### config.mk
export PLATFORM = sky130hd
export DESIGN_NAME = bpq_ctrl
export DESIGN_NICKNAME = d
export VERILOG_FILES = /design/src/rtl/bpq_pkg.sv /design/src/rtl/bpq_ctrl.sv
export SDC_FILE = /design/constraint.sdc
export NUM_CORES = 1
export LEC_CHECK = 0
export BUFFER_PORTS_ARGS = -buffer_cell sky130_fd_sc_hd__buf_4
export CORE_AREA = 2 2 39 41
export DETAILED_ROUTE_END_ITERATION = 10
export DIE_AREA = 0 0 41 43
export GPL_TIMING_DRIVEN = 1
export PLACE_DENSITY = 0.7
export REMOVE_ABC_BUFFERS = 1
export SLEW_MARGIN = 25
export SYNTH_ARGS = -nofsm -noshare
export SYNTH_HDL_FRONTEND = slang
export SYNTH_SLANG_ARGS = --single-unit
### constraint.sdc
create_clock -name clk -period 1.5 [get_ports clk]
set_clock_uncertainty 0.05 [all_clocks]
set_input_delay 0 -clock clk [delete_from_list [all_inputs] [get_ports clk]]
set_output_delay 0 -clock clk [all_outputs]
set_load 0.1 [all_outputs]
### src/rtl/bpq_pkg.sv
// ----------------------------------------------------------------------------
// bpq_pkg
// shared types and codes of the bucket priority queue: request and status
// codes, controller states and the command and status groups that join the
// controller to the datapath
// ----------------------------------------------------------------------------
package bpq_pkg;

    typedef enum logic
    {
        ACT_INSERT = 1'b0,
        ACT_GET    = 1'b1
    } action_t;

    typedef enum logic [1:0]
    {
        STATUS_OK    = 2'd0,
        STATUS_EMPTY = 2'd1,
        STATUS_FULL  = 2'd2
    } status_t;

    typedef enum logic [3:0]
    {
        S_CLEAR,
        S_IDLE,
        S_MOD1,
        S_MOD2,
        S_INS_RD,
        S_INS_WR,
        S_EMPTY,
        S_SCAN,
        S_GET_RD,
        S_GET_OUT
    } state_t;

    // source of the bucket-state read address
    typedef enum logic [1:0]
    {
        MSRC_HOLD,
        MSRC_INS,
        MSRC_SCAN
    } meta_src_t;

    // kind of result loaded into the output register
    typedef enum logic [1:0]
    {
        RES_OK,
        RES_EMPTY,
        RES_FULL,
        RES_TASK
    } res_kind_t;

    typedef struct packed
    {
        logic      in_ready;
        logic      capture;
        logic      clear_wr;
        logic      latch_bucket;
        logic      scan_start;
        logic      scan_step;
        logic      get_found;
        logic      get_commit;
        logic      ins_commit;
        logic      res_load;
        meta_src_t meta_src;
        res_kind_t res_kind;
    } bpq_cmd_t;

    typedef struct packed
    {
        logic    in_valid;
        action_t in_action;
        logic    total_zero;
        logic    out_free;
        logic    found;
        logic    full;
        logic    clr_last;
    } bpq_stat_t;

endpackage

### src/rtl/bpq_ctrl.sv
// ----------------------------------------------------------------------------
// bpq_ctrl
// sequencer of the bucket priority queue: clearing pass, insert and get
// command sequences, result hand-off
// ----------------------------------------------------------------------------
module bpq_ctrl
    import bpq_pkg::*;
(
    input  logic      clk,
    input  logic      rst_n,
    input  bpq_stat_t stat,
    output bpq_cmd_t  cmd
);

    state_t state_reg;
    state_t state_next;

    always_ff @(posedge clk or negedge rst_n)
    begin
        if (!rst_n)
        begin
            state_reg <= S_CLEAR;
        end
        else
        begin
            state_reg <= state_next;
        end
    end

    always_comb
    begin
        state_next       = state_reg;
        cmd              = '0;
        cmd.meta_src     = MSRC_HOLD;
        cmd.res_kind     = RES_OK;

        unique case (state_reg)
            S_CLEAR:
            begin
                cmd.clear_wr = 1'b1;
                if (stat.clr_last)
                begin
                    state_next = S_IDLE;
                end
            end
            S_IDLE:
            begin
                cmd.in_ready = 1'b1;
                if (stat.in_valid)
                begin
                    cmd.capture = 1'b1;
                    if (stat.in_action == ACT_INSERT)
                    begin
                        state_next = S_MOD1;
                    end
                    else if (stat.total_zero)
                    begin
                        state_next = S_EMPTY;
                    end
                    else
                    begin
                        cmd.scan_start = 1'b1;
                        state_next     = S_SCAN;
                    end
                end
            end
            S_MOD1:
            begin
                state_next = S_MOD2;
            end
            S_MOD2:
            begin
                state_next = S_INS_RD;
            end
            S_INS_RD:
            begin
                cmd.meta_src     = MSRC_INS;
                cmd.latch_bucket = 1'b1;
                state_next       = S_INS_WR;
            end
            S_INS_WR:
            begin
                if (stat.out_free)
                begin
                    cmd.res_load = 1'b1;
                    if (stat.full)
                    begin
                        cmd.res_kind = RES_FULL;
                    end
                    else
                    begin
                        cmd.ins_commit = 1'b1;
                        cmd.res_kind   = RES_OK;
                    end
                    state_next = S_IDLE;
                end
            end
            S_EMPTY:
            begin
                if (stat.out_free)
                begin
                    cmd.res_load = 1'b1;
                    cmd.res_kind = RES_EMPTY;
                    state_next   = S_IDLE;
                end
            end
            S_SCAN:
            begin
                cmd.meta_src  = MSRC_SCAN;
                cmd.scan_step = 1'b1;
                if (stat.found)
                begin
                    cmd.get_found = 1'b1;
                    state_next    = S_GET_RD;
                end
            end
            S_GET_RD:
            begin
                cmd.get_commit = 1'b1;
                state_next     = S_GET_OUT;
            end
            S_GET_OUT:
            begin
                if (stat.out_free)
                begin
                    cmd.res_load = 1'b1;
                    cmd.res_kind = RES_TASK;
                    state_next   = S_IDLE;
                end
            end
            default:
            begin
                state_next = S_CLEAR;
            end
        endcase
    end

endmodule

==> impl_metrics.toml <==
[grt]
grt_pass1_vias = 524
number_of_antenna_violations_at_the_first_check_in_global_routing = 0
pin_count_of_the_biggest_net_entering_global_routing = 15
grt_pass1_wl_mm = 2.221
grt_overflow = 0
grtUsageTotal_pct = 18.41

[finish]
final_net_count = 118
ratio_of_cells_with_drive_above_1_in_the_final_layout_pct = 65.42
largest_reg_flops = 4
mostFrequentLayoutCells = "sky130_fd_sc_hd__buf_4 (26), sky130_fd_sc_hd__buf_6 (9), sky130_fd_sc_hd__nor2_1 (8)"
antenna_cells_inserted = 0
commonest_non_fill_non_tap_cell_in_the_layout = "sky130_fd_sc_hd__buf_4"
area_growth_syn_to_layout_pct = 123.5
fraction_of_the_core_area_covered_by_cells_at_the_end_of_the_flow_pct = 76.58
filler_cell_count = 89

[synth]
postSynthAreaPerCell_sq_um = 7.185
mapped_area_sq_um = 474.2
gate_count_post_synth = 66
synth_top_cell_area_share_pct = 21.11
count_of_distinct_cell_types_in_the_synthesized_netlist = 31
edff_count_synth = 0
synthTopCellsByArea = "sky130_fd_sc_hd__dfrtp_1 (21%), sky130_fd_sc_hd__nor2_1 (7.1%), sky130_fd_sc_hd__nand2b_1 (6.6%), sky130_fd_sc_hd__a21oi_1 (6.3%), sky130_fd_sc_hd__buf_2 (4.2%)"
postSynthRegisterBits = 4
most_area_hungry_cell_type_in_the_yosys_netlist = "sky130_fd_sc_hd__dfrtp_1"
ys_warn_count = 0
top_reg_cell_synth = "sky130_fd_sc_hd__dfrtp_1"
synth-seq-area-share_pct = 21.11
synth-async-reset-ratio_pct = 100.0

[worst_setup_path]
worstReg2RegStart = "state_reg[0]"
timing.critical_path.to_type = "output port"
timing.reg2reg.setup_slack_ps = -20
cp-startpoint = "state_reg[0]"
timing_worst_setup_path_type = "reg2out"
critical_path_required_ps = 1450
critPathLaunchType = "register"
critical_path_peak_fanout = 4
critical_path_arrival_ps = 1510

[timing]
layout_min_cycle_time_ps = 1556
clock.fmax_ghz = 0.6425
timing.final.setup_violations = 7
worstMarginPinSlew_ps = 304.0
hold_ws_ps = 32.62
period_share_pct = 103.8
maxSlewViolCount = 0
timing.max_slew.rel_slack_pct = 79.41
rsz0062_at_grt = "true"
final.setup.tns_ps = -150.8
worst_slack_ps = -56.43
hold_vio_cnt_final = 0

[route]
vias = 676
drt_first_pass_iters = 4
post_drt_wl_per_cell_um = 16.30
drc = 0
wl_mm = 2.005
final_ant_viol_nets = 0
detail_route.iter0.violations = 26
routed_via_density = 5.496

[hold_path]
min-delay-path-class = "in2async"

[cts]
cts_inserted_buffers = 3
cts_clock_pin_slew_for_the_worst_setup_and_hold_paths_ps = 40
tritoncts = "built"
max-clock-path-buffers = 2
clock-root-buffer = "sky130_fd_sc_hd__clkbuf_4"
worst_skew_pair.late_latency_ps = 250
htree_levels = 1
cts.sink_count = 4

[placed_design]
dp_hpwl_um = 904
numPortBuffers = 22
finalWeightedCongestion = 0.8497
placement.setup.worst_slack_ps = 33.31

[floorplanning]
initial_utilization_pct = 34.27
dieHeight_um = 43
placementRows = 14
die_area_sq_um = 1763
core-area_sq_um = 1384
die_width_um = 41
top_level_ports = 23

[status]
run_status = "finished with violations"
violations = "setup timing"

[job]
drv.max_cap_violation_count = 0
## critical path, cell delays in order (launching register included)
cell and delay [ps]:
sky130_fd_sc_hd__dfrtp_2 390, sky130_fd_sc_hd__buf_6 130, sky130_fd_sc_hd__nand2b_4 70, sky130_fd_sc_hd__nor3_4 220, sky130_fd_sc_hd__nand2_2 110, sky130_fd_sc_hd__nor2_4 150, sky130_fd_sc_hd__buf_12 180
## layout make-up
type | instances | area (sq um) | area share (%)
clock buffers | 3 | 22.52 | 2.125
inverters | 3 | 13.76 | 1.299
multi-input cells | 52 | 442.9 | 41.79
flip-flops and latches | 4 | 103.9 | 9.799
well taps | 16 | 20.02 | 1.889
repair buffers | 45 | 456.7 | 43.09
## per-stage QoR
stage,area [sq um],cells
floorplan,431.7,59
global placement,654.4,102
detailed placement,654.4,102
CTS,799.5,111
global route,1060,123
finish,1060,123
## repair_timing
action | CTS | global route
endpoints found under the setup margin | 13 | 13
resized for setup | 20 | 43
hold buffers | 1 | 0
hold endpoints to repair | 4 | 0
pin swaps | 1 | 10
buffers inserted | 5 | 12
## synthesized netlist by cell type, types with 2 or more instances
master                     instances
sky130_fd_sc_hd__mux2i_1           2
sky130_fd_sc_hd__buf_2             4
sky130_fd_sc_hd__nand2b_1          5
sky130_fd_sc_hd__nand2_1           4
sky130_fd_sc_hd__nor2_1            9
sky130_fd_sc_hd__and3_1            2
sky130_fd_sc_hd__o21ai_0           3
sky130_fd_sc_hd__nor3_1            4
sky130_fd_sc_hd__inv_1             2
sky130_fd_sc_hd__a21oi_1           6
sky130_fd_sc_hd__dfrtp_1           4
sky130_fd_sc_hd__nor2b_1           2
## cells by family after synthesis
| kind of cell | count (synthesis) | synth area share (%) |
|---|---|---|
| XOR/XNOR | 1 | 1.847 |
| multiplexers | 2 | 4.222 |
| AO/OA/AOI/OAI | 16 | 22.43 |
| AND/OR/NAND/NOR | 32 | 36.94 |
| flip-flops | 4 | 21.11 |
| buffers and inverters | 10 | 11.35 |
| adder cells (fa/ha/maj) | 1 | 2.111 |
## path summary, 6_finish.rpt
kind | depth (start not counted) | end
worst min-delay path | 2 | state_reg[0]
max in group asynchronous | 2 | state_reg[3]
worst min register to register | 2 | state_reg[1]
min in group clk | 4 | state_reg[1]
worst max register to register | 6 | state_reg[0]
worst max-delay path | 6 | cmd[9]
## per-layer routing
| metal | routed length [um] | share of wire, % | vias up | global-route usage (%) |
|---|---|---|---|---|
| li1 | - | - | 308 | - |
| met1 | 722 | 36 | 321 | 22.33 |
| met2 | 1073 | 54 | 38 | 28.44 |
| met3 | 136 | 6.8 | 9 | 2.094 |
| met4 | 72 | 3.6 | 0 | 12.67 |
| met5 | 0 | 0 | - | 0 |
Power is left out: the tool's default activity adds up to more than one toggle a clock period on the data nets, which glitch-free logic cannot reach.
